### src/sv/iopr_pkg.sv
// ----------------------------------------------------------------------------
// iopr_pkg
// request and status codes of the i/o port range table
// ----------------------------------------------------------------------------
package iopr_pkg;

   typedef logic [1:0] req_code_type;
   typedef logic [2:0] status_type;

   localparam req_code_type REQ_LOOKUP = 2'd0;
   localparam req_code_type REQ_ADD    = 2'd1;
   localparam req_code_type REQ_CLEAR  = 2'd2;

   localparam status_type STATUS_HIT     = 3'd0;
   localparam status_type STATUS_MISS    = 3'd1;
   localparam status_type STATUS_ADDED   = 3'd2;
   localparam status_type STATUS_OVERLAP = 3'd3;
   localparam status_type STATUS_FULL    = 3'd4;
   localparam status_type STATUS_CLEARED = 3'd5;

endpackage

### src/sv/iopr_mem.sv
// ----------------------------------------------------------------------------
// iopr_mem
// range entry memory, one write and one read port, registered read data
// ----------------------------------------------------------------------------
module iopr_mem #(
   parameter int DEPTH = 16,
   parameter int WIDTH = 41,
   localparam int AW = (DEPTH > 1) ? $clog2(DEPTH) : 1
) (
   input  logic             clock,
   input  logic             wr_en,
   input  logic [AW-1:0]    wr_addr,
   input  logic [WIDTH-1:0] wr_data,
   input  logic             rd_en,
   input  logic [AW-1:0]    rd_addr,
   output logic [WIDTH-1:0] rd_data
);

   logic [WIDTH-1:0] mem [DEPTH];
   logic [WIDTH-1:0] rd_data_ff;

   always_ff @(posedge clock) begin
      if (wr_en) begin
         mem[wr_addr] <= wr_data;
      end
      if (rd_en) begin
         rd_data_ff <= mem[rd_addr];
      end
   end

   assign rd_data = rd_data_ff;

endmodule

### src/sv/io_port_range_table_unit.sv
// ----------------------------------------------------------------------------
// io_port_range_table_unit
// sorted table of i/o port ranges with lookup, insert and clear
//
// The table sits in one memory with registered read data and takes one
// request word at a time. A lookup scans the stored ranges in order, one
// memory read per cycle, and stops early on a hit. An add scans the entries
// for overlap and its sorted position, then shifts the entries above that
// position up by one, one read and one write per cycle, then writes the new
// entry. A clear resets the entry count. The scan and shift run through the
// single read port of the entry memory. A finished response word waits in
// the output register while the next request is taken.
// ----------------------------------------------------------------------------
module io_port_range_table_unit #(
   parameter int MAX_RANGES   = 16,
   parameter int PORT_BITS    = 16,
   parameter int HANDLER_BITS = 8
) (
   input  logic                    clock,
   input  logic                    reset,
   input  logic                    req_valid,
   output logic                    req_stall,
   input  logic [1:0]              req_type,
   input  logic [PORT_BITS-1:0]    req_port_number,
   input  logic                    req_is_read,
   input  logic [2:0]              req_access_bytes,
   input  logic [PORT_BITS-1:0]    req_new_start,
   input  logic [PORT_BITS-1:0]    req_new_end,
   input  logic [HANDLER_BITS-1:0] req_new_handler,
   input  logic                    req_new_kind,
   output logic                    rsp_valid,
   input  logic                    rsp_stall,
   output logic [2:0]              rsp_status,
   output logic [HANDLER_BITS-1:0] rsp_hit_handler,
   output logic                    rsp_hit_kind,
   output logic [3:0]              rsp_hit_index,
   output logic [PORT_BITS-1:0]    rsp_fwd_port,
   output logic                    rsp_fwd_is_read,
   output logic [2:0]              rsp_fwd_bytes
);

   localparam int IDX_W = (MAX_RANGES > 1) ? $clog2(MAX_RANGES) : 1;
   localparam int CNT_W = $clog2(MAX_RANGES + 1);
   localparam int ENT_W = 2 * PORT_BITS + HANDLER_BITS + 1;

   typedef enum logic [1:0] {
      ST_IDLE,
      ST_SCAN,
      ST_SHIFT,
      ST_FIN
   } state_type;

   state_type state_ff, state_in;
   logic                    op_add_ff, op_add_in;
   logic [CNT_W-1:0]        count_ff, count_in;
   logic [CNT_W-1:0]        scan_ff, scan_in;
   logic                    pend_ff, pend_in;
   logic [CNT_W-1:0]        pend_idx_ff, pend_idx_in;
   logic [CNT_W-1:0]        pos_ff, pos_in;

   logic [PORT_BITS-1:0]    port_ff, port_in;
   logic                    rd_ff, rd_in;
   logic [2:0]              bytes_ff, bytes_in;
   logic [PORT_BITS-1:0]    nfirst_ff, nfirst_in;
   logic [PORT_BITS-1:0]    nlast_ff, nlast_in;
   logic [HANDLER_BITS-1:0] nhand_ff, nhand_in;
   logic                    nkind_ff, nkind_in;

   iopr_pkg::status_type    res_status_ff, res_status_in;
   logic [HANDLER_BITS-1:0] res_handler_ff, res_handler_in;
   logic                    res_kind_ff, res_kind_in;
   logic [CNT_W-1:0]        res_index_ff, res_index_in;

   logic                    rsp_valid_ff, rsp_valid_in;
   iopr_pkg::status_type    rsp_status_ff, rsp_status_in;
   logic [HANDLER_BITS-1:0] rsp_handler_ff, rsp_handler_in;
   logic                    rsp_kind_ff, rsp_kind_in;
   logic [3:0]              rsp_index_ff, rsp_index_in;
   logic [PORT_BITS-1:0]    rsp_port_ff, rsp_port_in;
   logic                    rsp_rd_ff, rsp_rd_in;
   logic [2:0]              rsp_bytes_ff, rsp_bytes_in;

   logic                    mem_wr_en;
   logic [IDX_W-1:0]        mem_wr_addr;
   logic [ENT_W-1:0]        mem_wr_data;
   logic                    mem_rd_en;
   logic [IDX_W-1:0]        mem_rd_addr;
   logic [ENT_W-1:0]        mem_rd_data;

   logic [PORT_BITS-1:0]    ent_first;
   logic [PORT_BITS-1:0]    ent_last;
   logic [HANDLER_BITS-1:0] ent_handler;
   logic                    ent_kind;
   logic                    req_accept;
   logic                    out_free;
   logic [CNT_W-1:0]        scan_m1;
   logic [CNT_W-1:0]        pend_p1;

   iopr_mem #(
      .DEPTH (MAX_RANGES),
      .WIDTH (ENT_W)
   ) u_mem (
      .clock   (clock),
      .wr_en   (mem_wr_en),
      .wr_addr (mem_wr_addr),
      .wr_data (mem_wr_data),
      .rd_en   (mem_rd_en),
      .rd_addr (mem_rd_addr),
      .rd_data (mem_rd_data)
   );

   assign ent_first   = mem_rd_data[ENT_W-1 -: PORT_BITS];
   assign ent_last    = mem_rd_data[HANDLER_BITS+PORT_BITS -: PORT_BITS];
   assign ent_handler = mem_rd_data[HANDLER_BITS:1];
   assign ent_kind    = mem_rd_data[0];

   assign req_stall  = (state_ff != ST_IDLE);
   assign req_accept = req_valid && !req_stall;
   assign out_free   = !rsp_valid_ff || !rsp_stall;
   assign scan_m1    = scan_ff - 1'b1;
   assign pend_p1    = pend_idx_ff + 1'b1;

   always_comb begin
      state_in       = state_ff;
      op_add_in      = op_add_ff;
      count_in       = count_ff;
      scan_in        = scan_ff;
      pend_in        = pend_ff;
      pend_idx_in    = pend_idx_ff;
      pos_in         = pos_ff;
      port_in        = port_ff;
      rd_in          = rd_ff;
      bytes_in       = bytes_ff;
      nfirst_in      = nfirst_ff;
      nlast_in       = nlast_ff;
      nhand_in       = nhand_ff;
      nkind_in       = nkind_ff;
      res_status_in  = res_status_ff;
      res_handler_in = res_handler_ff;
      res_kind_in    = res_kind_ff;
      res_index_in   = res_index_ff;
      rsp_valid_in   = rsp_valid_ff;
      rsp_status_in  = rsp_status_ff;
      rsp_handler_in = rsp_handler_ff;
      rsp_kind_in    = rsp_kind_ff;
      rsp_index_in   = rsp_index_ff;
      rsp_port_in    = rsp_port_ff;
      rsp_rd_in      = rsp_rd_ff;
      rsp_bytes_in   = rsp_bytes_ff;
      mem_wr_en      = 1'b0;
      mem_wr_addr    = pend_p1[IDX_W-1:0];
      mem_wr_data    = mem_rd_data;
      mem_rd_en      = 1'b0;
      mem_rd_addr    = scan_ff[IDX_W-1:0];

      if (rsp_valid_ff && !rsp_stall) begin
         rsp_valid_in = 1'b0;
      end

      case (state_ff)
         ST_IDLE: begin
            if (req_accept) begin
               port_in        = req_port_number;
               rd_in          = req_is_read;
               bytes_in       = req_access_bytes;
               nfirst_in      = req_new_start;
               nlast_in       = req_new_end;
               nhand_in       = req_new_handler;
               nkind_in       = req_new_kind;
               res_handler_in = '0;
               res_kind_in    = 1'b0;
               res_index_in   = '0;
               scan_in        = '0;
               pend_in        = 1'b0;
               pos_in         = '0;
               case (req_type)
                  iopr_pkg::REQ_LOOKUP: begin
                     op_add_in = 1'b0;
                     state_in  = ST_SCAN;
                  end
                  iopr_pkg::REQ_ADD: begin
                     op_add_in = 1'b1;
                     if (req_new_start > req_new_end) begin
                        res_status_in = iopr_pkg::STATUS_OVERLAP;
                        state_in      = ST_FIN;
                     end else begin
                        state_in = ST_SCAN;
                     end
                  end
                  iopr_pkg::REQ_CLEAR: begin
                     count_in      = '0;
                     res_status_in = iopr_pkg::STATUS_CLEARED;
                     state_in      = ST_FIN;
                  end
                  default: begin
                     state_in = ST_IDLE;
                  end
               endcase
            end
         end

         ST_SCAN: begin
            // one read issued per cycle, its data checked in the next cycle
            if (scan_ff < count_ff) begin
               mem_rd_en   = 1'b1;
               scan_in     = scan_ff + 1'b1;
               pend_in     = 1'b1;
               pend_idx_in = scan_ff;
            end else begin
               pend_in = 1'b0;
            end
            if (pend_ff) begin
               if (!op_add_ff) begin
                  if (ent_first <= port_ff && port_ff <= ent_last) begin
                     res_status_in  = iopr_pkg::STATUS_HIT;
                     res_handler_in = ent_handler;
                     res_kind_in    = ent_kind;
                     res_index_in   = pend_idx_ff;
                     state_in       = ST_FIN;
                  end
               end else begin
                  if (ent_last >= nfirst_ff && ent_first <= nlast_ff) begin
                     res_status_in = iopr_pkg::STATUS_OVERLAP;
                     state_in      = ST_FIN;
                  end else if (ent_first < nfirst_ff) begin
                     pos_in = pos_ff + 1'b1;
                  end
               end
            end else if (scan_ff >= count_ff) begin
               if (!op_add_ff) begin
                  res_status_in = iopr_pkg::STATUS_MISS;
                  state_in      = ST_FIN;
               end else if (count_ff >= CNT_W'(MAX_RANGES)) begin
                  res_status_in = iopr_pkg::STATUS_FULL;
                  state_in      = ST_FIN;
               end else begin
                  scan_in  = count_ff;
                  pend_in  = 1'b0;
                  state_in = ST_SHIFT;
               end
            end
         end

         ST_SHIFT: begin
            // read entry j, write it back at j + 1 in the next cycle
            mem_rd_addr = scan_m1[IDX_W-1:0];
            if (scan_ff > pos_ff) begin
               mem_rd_en   = 1'b1;
               scan_in     = scan_m1;
               pend_in     = 1'b1;
               pend_idx_in = scan_m1;
            end else begin
               pend_in = 1'b0;
            end
            if (pend_ff) begin
               mem_wr_en = 1'b1;
            end else if (scan_ff <= pos_ff) begin
               mem_wr_en     = 1'b1;
               mem_wr_addr   = pos_ff[IDX_W-1:0];
               mem_wr_data   = {nfirst_ff, nlast_ff, nhand_ff, nkind_ff};
               count_in      = count_ff + 1'b1;
               res_status_in = iopr_pkg::STATUS_ADDED;
               res_index_in  = pos_ff;
               state_in      = ST_FIN;
            end
         end

         ST_FIN: begin
            if (out_free) begin
               rsp_valid_in   = 1'b1;
               rsp_status_in  = res_status_ff;
               rsp_handler_in = res_handler_ff;
               rsp_kind_in    = res_kind_ff;
               rsp_index_in   = 4'(res_index_ff[IDX_W-1:0]);
               if (res_status_ff == iopr_pkg::STATUS_HIT ||
                   res_status_ff == iopr_pkg::STATUS_MISS) begin
                  rsp_port_in  = port_ff;
                  rsp_rd_in    = rd_ff;
                  rsp_bytes_in = bytes_ff;
               end else begin
                  rsp_port_in  = '0;
                  rsp_rd_in    = 1'b0;
                  rsp_bytes_in = '0;
               end
               state_in = ST_IDLE;
            end
         end

         default: begin
            state_in = ST_IDLE;
         end
      endcase
   end

   always_ff @(posedge clock) begin
      if (reset) begin
         state_ff     <= ST_IDLE;
         count_ff     <= '0;
         pend_ff      <= 1'b0;
         rsp_valid_ff <= 1'b0;
      end else begin
         state_ff     <= state_in;
         count_ff     <= count_in;
         pend_ff      <= pend_in;
         rsp_valid_ff <= rsp_valid_in;
      end
      op_add_ff      <= op_add_in;
      scan_ff        <= scan_in;
      pend_idx_ff    <= pend_idx_in;
      pos_ff         <= pos_in;
      port_ff        <= port_in;
      rd_ff          <= rd_in;
      bytes_ff       <= bytes_in;
      nfirst_ff      <= nfirst_in;
      nlast_ff       <= nlast_in;
      nhand_ff       <= nhand_in;
      nkind_ff       <= nkind_in;
      res_status_ff  <= res_status_in;
      res_handler_ff <= res_handler_in;
      res_kind_ff    <= res_kind_in;
      res_index_ff   <= res_index_in;
      rsp_status_ff  <= rsp_status_in;
      rsp_handler_ff <= rsp_handler_in;
      rsp_kind_ff    <= rsp_kind_in;
      rsp_index_ff   <= rsp_index_in;
      rsp_port_ff    <= rsp_port_in;
      rsp_rd_ff      <= rsp_rd_in;
      rsp_bytes_ff   <= rsp_bytes_in;
   end

   assign rsp_valid       = rsp_valid_ff;
   assign rsp_status      = rsp_status_ff;
   assign rsp_hit_handler = rsp_handler_ff;
   assign rsp_hit_kind    = rsp_kind_ff;
   assign rsp_hit_index   = rsp_index_ff;
   assign rsp_fwd_port    = rsp_port_ff;
   assign rsp_fwd_is_read = rsp_rd_ff;
   assign rsp_fwd_bytes   = rsp_bytes_ff;

endmodule

### config.mk
export PLATFORM = sky130hd
export DESIGN_NAME = io_port_range_table_unit
export DESIGN_NICKNAME = d
export VERILOG_FILES = /design/src/sv/iopr_pkg.sv /design/src/sv/iopr_mem.sv /design/src/sv/io_port_range_table_unit.sv
export SDC_FILE = /design/constraint.sdc
export NUM_CORES = 1
export LEC_CHECK = 0
export BUFFER_PORTS_ARGS = -buffer_cell sky130_fd_sc_hd__buf_2
export CAP_MARGIN = 0
export CORE_UTILIZATION = 60
export CTS_BUF_LIST = sky130_fd_sc_hd__clkbuf_8
export DETAILED_ROUTE_END_ITERATION = 7
export PLACE_DENSITY_LB_ADDON = 0.15
export SLEW_MARGIN = 40
export SYNTH_ARGS = -nofsm -noshare
export SYNTH_HDL_FRONTEND = slang
export SYNTH_SLANG_ARGS = --single-unit
export TNS_END_PERCENT = 5
### constraint.sdc
create_clock -name clock -period 6.6 [get_ports clock]
set_clock_uncertainty 0.1 [all_clocks]
set_input_delay 0.33 -clock clock [delete_from_list [all_inputs] [get_ports clock]]
set_output_delay 0.33 -clock clock [all_outputs]
set_load 0.01 [all_outputs]
* Word level (Yosys, flattened, before mapping)
Memories as Yosys holds them, arrays and structs flattened. A register that Yosys moved wholly into a read port is not among the register bits.
Cells that the tools add are included.
** Cells by class
- Multiplexer cells :: 87
- Reductions and logical operators :: 30
- Order comparisons :: 11
- Eq/ne operators :: 25
- Add/subtract/negate cells :: 5
** Operator list (count)
- two-way mux 41 bit :: 3
- two-way mux 5 bit :: 15
- <= comparator 16 bit :: 3
- two-way mux 4 bit :: 10
- two-way mux 3 bit :: 11
- two-way mux 8 bit :: 4
- inequality test 2 bit (second input constant) :: 12
- two-way mux 1 bit :: 20
- two-way mux 2 bit :: 10
- case mux 5 bit (2 select lines) :: 2
- greater-or-equal comparator 16 bit :: 1
- greater-than comparator 16 bit :: 1
- less-than comparator 16 bit :: 1
- case mux 8 bit (2 select lines) :: 1
- adder 5 x 1 -> 5 bit (second input constant) :: 3
- case mux 5 bit (3 select lines) :: 1
- AND reduction 7 bit :: 2
- inequality test 4 bit (second input constant) :: 3
- case mux 4 bit (3 select lines) :: 1
- AND reduction 10 bit :: 1
- AND reduction 5 bit :: 2
- nonzero test 2 bit :: 5
- case mux 3 bit (3 select lines) :: 1
- AND reduction 3 bit :: 3
- other kinds (27) :: 42
** Word-level totals
- Input bits :: 67
- Bits in registers :: 137
- Memories kept :: 1
- Memory bits (writable) :: 656
** Memory list
- u_mem.mem :: words 16, bits a word 41, rd ports 1, clocked after memory_dff 1, wr ports 1, RTL line iopr_mem.sv:19 : logic [WIDTH-1:0] mem [DEPTH];

* Longest topological paths before layout
- Depth in word-level cells :: 7
- Depth in mapped cells :: 12
- Depth with buffers taken out :: 10

* By module
A second synthesis with hierarchy kept.
** Unflattened totals
- Cell total of the unflattened synthesis :: 1869
- Area, all modules :: 34292.9 um2
** Modules (own cells, without submodules)
- iopr_mem :: area each 25779.7 um2, instances 1, cells an instance 1066
- io_port_range_table_unit :: area each 8513.2 um2, instances 1, cells an instance 803

* Least setup slack after synthesis
OpenSTA, ideal clock, no wires.
- Kind :: reg-to-reg
- Start :: register pos_ff[2]
- End :: memory u_mem.mem[11][0], enable pin
- Arrival time :: 4.132 ns
- Stages on the path, launching flop included :: 12
- Setup time :: 0.440 ns
- Required time :: 6.060 ns
- Setup slack :: 1.928 ns
- Cell sequence :: edfxtp_1 -> clkbuf_1 -> inv_1 -> ha_1 -> a21o_1 -> a21o_1 -> a211o_1 -> a211oi_1 -> buf_2 -> a21o_1 -> nand2_1 -> nor2_1
** On the way
- Longest elaborated chain between the ends :: 6
- Elaborated cells on any way between the ends :: 9
- Those cells by class :: order compare (1); mux (8)
** Ends and longest elaborated chain
- start, declared :: RTL line io_port_range_table_unit.sv:59 : logic [CNT_W-1:0] pos_ff, pos_in;
- start signal, assigned :: RTL line io_port_range_table_unit.sv:310 : pos_ff <= pos_in;
- <= comparator 5 bit :: RTL line io_port_range_table_unit.sv:257 : end else if (scan_ff <= pos_ff) begin
- two-way mux 1 bit :: RTL line io_port_range_table_unit.sv:257
- two-way mux 1 bit :: RTL line io_port_range_table_unit.sv:255 : if (pend_ff) begin
- two-way mux 1 bit :: RTL line io_port_range_table_unit.sv:160 : case (state_ff)
- two-way mux 1 bit :: RTL line iopr_mem.sv:23 : if (wr_en) begin
- two-way mux 1 bit (not written as such) :: RTL line iopr_mem.sv:24 : mem[wr_addr] <= wr_data;
- end, declared :: RTL line iopr_mem.sv:19
Parallel ways exist; a longest one is shown, timed or not.

* Final worst setup path
- Start :: register scan_ff[2]
- End :: memory u_mem.mem[10][14], enable pin
** On the way
- Longest elaborated chain between the ends :: 6
- Elaborated cells on any way between the ends :: 9
- Those cells by class :: order compare (1); mux (8)
** Ends and longest elaborated chain
- start, declared :: RTL line io_port_range_table_unit.sv:56 : logic [CNT_W-1:0] scan_ff, scan_in;
- start signal, assigned :: RTL line io_port_range_table_unit.sv:308 : scan_ff <= scan_in;
- <= comparator 5 bit * :: RTL line io_port_range_table_unit.sv:257
- two-way mux 1 bit :: RTL line io_port_range_table_unit.sv:257
- two-way mux 1 bit :: RTL line io_port_range_table_unit.sv:255
- two-way mux 1 bit :: RTL line io_port_range_table_unit.sv:160
- two-way mux 1 bit :: RTL line iopr_mem.sv:23
- two-way mux 1 bit (not written as such) :: RTL line iopr_mem.sv:24
Every way passes the cells marked *; elsewhere a longest branch is shown, timed or not.

==> qor.csv <==
metric,value,unit
coreArea,56600,um2
hold_viol,0,
finalCritPeriodShare,0.657,
firstDrtPassIters,6,
finalCriticalPeriod,4.34,ns
synthAdderAreaFrac,0.0446,
max_stage_delay,0.68,ns
synthArstFlopShare,0,
crit_chain,"ha_1, a21o_1, a21o_1, a211o_1, a211oi_4, buf_4, a21o_1, nand2_1, nor2_4, buf_4",
synth_edf_count,825,
postCtsResizedCells,0,
synth_compound_area_frac,0.0357,
synth.distinct_cells,49,
synth_top_family_by_area,multiplexers,
ys_warn_count,0,
critical-path-slowest-cell,nor2_4,
io-pin-count,105,
num-nets-final,2446,
grt_overflow,0,
grt_use_total,0.287,
place.gp.congestion,0.889,
clock-sinks,834,
yosysSeqAreaShare,0.722,
setup_viol,0,
cts-root-buf,clkbuf_8,
antenna_found_initial,5,
syn2layout_area_growth,14.8,%
routed_wl,81.2,mm
num_rows,87,
synth_nets,2161,
p_per_area,453,nW/um2
rsz0062_at_grt,false,
synth-xor-area-share,0.00456,
synthFlopType,edfxtp_1,
path_buf_inv,2,
cpLargestDelayFamily,compound AO/OA/AOI/OAI gates,
clk_path_buf_depth,3,
wl_per_cell,26.1,um
grt_max_degree,129,
drc,0,
start_util,0.610,
hp-start,req_new_handler[5],
synth_area,34500,um2
status,"complete, no violations",
port_buffers,104,
avgViaCountPerCell,6.17,
syn_avg_cell_area,17.5,um2
arrival,4.69,ns
r2r_slack,2.26,ns
critPathRequiredTime,6.95,ns
vias,19200,
fin_tns_setup,0,ns
drt_iter0_drc,1791,
hp-class,primary input to flop,
clk_pin_slew,0.07,ns
r2r_start,scan_ff[2],
path_class,flop to flop,
holdBufCountCts,68,
tritoncts,done,
crit_fanout,24,
grt_pass1_wl,121,mm
worstSetupEndpointType,flop,
worst_slew_pin_slew,0.841,ns
cp-start-kind,flop,
dieArea,58500,um2
fmax,231,MHz
slew_viol_final,0,
ant_nets,0,
cts_inserted_buffers,132,
maxCapViolations,0,
ys_ff_latch,834,
die_h,242,um
p_leak,14.0,nW
dp.cells,2806,
synth_mux_area_frac,0.116,
startpoint,scan_ff[2],
layoutNonFillerInstCount,3113,
synth_simple_gate_area_frac,0.0556,
grt_pass1_vias,19500,
clock_latency,0.80,ns
post_cts_buffers,0,
path_common_cell,a21o_1,
fp.dieW,242,um
slew_headroom,0.436,
synthCells,1971,
hpwl,52.4,mm
post_route_cells_drive_above_1_share,0.239,
htreeDepth,4,
vdd_drop_max,422,uV
-- synthesized netlist by cell type (2+ instances only) --
cell | n | area share
nand4_1 | 23 | 0.0042
nand3_1 | 11 | 0.0016
ha_1 | 123 | 0.045
nor2b_1 | 16 | 0.0029
a2111oi_0 | 3 | 0.00076
nand2b_1 | 4 | 0.00072
buf_2 | 16 | 0.0023
dfxtp_1 | 9 | 0.0052
xnor2_1 | 15 | 0.0038
a31o_2 | 2 | 0.00051
a21boi_0 | 4 | 0.00087
nor2_1 | 55 | 0.0060
a211oi_1 | 9 | 0.0020
a21oi_1 | 40 | 0.0058
o2111ai_1 | 2 | 0.00051
nor3_1 | 19 | 0.0028
a32oi_1 | 2 | 0.00051
clkbuf_1 | 57 | 0.0062
inv_1 | 106 | 0.012
a22oi_1 | 5 | 0.0011
and2_1 | 21 | 0.0038
edfxtp_1 | 825 | 0.72
nor3b_1 | 3 | 0.00065
o22ai_1 | 2 | 0.00036
o21ai_0 | 35 | 0.0051
a31oi_1 | 50 | 0.0091
o211ai_1 | 12 | 0.0026
mux4_2 | 164 | 0.11
a21o_1 | 17 | 0.0037
or4_1 | 3 | 0.00065
buf_1 | 13 | 0.0014
mux2i_1 | 2 | 0.00058
mux2_2 | 25 | 0.0082
xor2_1 | 3 | 0.00076
nand2_1 | 216 | 0.023
and3_1 | 43 | 0.0078
o21a_1 | 3 | 0.00065
a211o_1 | 2 | 0.00051
-- power by group --
group	internal [mW]	switching, mW	total, mW
sequential	7.00	0.240	7.24
clock	2.03	1.98	4.00
combinational	2.60	4.11	6.71
-- logic make-up (layout without fill, tap and decap cells) --
kind of cell	Yosys count	in the layout
other	0	2
AO/OA/AOI/OAI	194	194
buffers and inverters	192	576
adder cells (fa/ha/maj)	123	123
multiplexers	191	191
AND/OR/NAND/NOR	419	419
flip-flops	834	834
XOR/XNOR	18	18
-- worst register-to-register path: stages, from the launching register on --
cell and delay [ns]:
edfxtp_1 0.58, ha_1 0.39, a21o_1 0.18, a21o_1 0.17, a211o_1 0.34, a211oi_4 0.30, buf_4 0.36, a21o_1 0.19
nand2_1 0.24, nor2_4 0.68, buf_4 0.44
-- routing by layer --
| layer | GRT usage | wire length [um] | vias to the layer above | share of wire |
|---|---|---|---|---|
| met5 | 0 | 12 | - | 0.00015 |
| met4 | 0.100 | 2120 | 2 | 0.026 |
| met3 | 0.0798 | 8500 | 147 | 0.10 |
| met2 | 0.439 | 38300 | 1022 | 0.47 |
| met1 | 0.401 | 32200 | 9712 | 0.40 |
| li1 | - | - | 8336 | - |
-- final timing paths --
path / cells past startpoint / to
setup / recovery: 10 / u_mem.mem[10][14]
hold / removal: 2 / nhand_ff[5]
setup reg to reg: 10 / u_mem.mem[10][14]
hold reg to reg: 0 / rsp_hit_index[2]
-- sequential cells by signal, indices dropped and copies added (netlist names), 8 cells and up --
name and flops:
u_mem.rd_data 41, res_handler_ff 8, nlast_ff 16, u_mem.mem 656, nfirst_ff 16, nhand_ff 8
port_ff 16, rsp_fwd_port 16, rsp_hit_handler 8
-- area by class of cell --
cell class,count,area (um2)
tap,756,946
sequential,834,25000
antenna,2,5.00
fill,3538,16900
timing repair buffer,237,1860
inverter,106,398
clock buffer,142,1950
multi-input combinational,945,9110
clock inverter,91,429
-- cell usage in the layout, fill, tap and decap left out, types with 46 or more instances in the layout --
cell / count
a31oi_1: 46
buf_2: 105
buf_4: 50
clkbuf_8: 142
dlygate4sd3_1: 68
edfxtp_1: 825
ha_1: 122
inv_1: 148
mux4_2: 164
nand2_1: 216
-- metrics by stage --
stage,power (mW),worst slack [ns],area [um2],util,hold WS [ns]
after floorplan,11.7,1.93,34500,-,0.299
after global placement,13.8,2.16,36300,0.641,0.309
after detailed placement,14.0,2.28,36500,0.645,0.307
after CTS,18.0,2.26,39600,0.699,0.101
after global routing,18.8,2.05,39700,0.701,0.106
final,18.0,2.26,39700,0.701,0.159
Note: power is estimated with default switching activity, not from simulation.
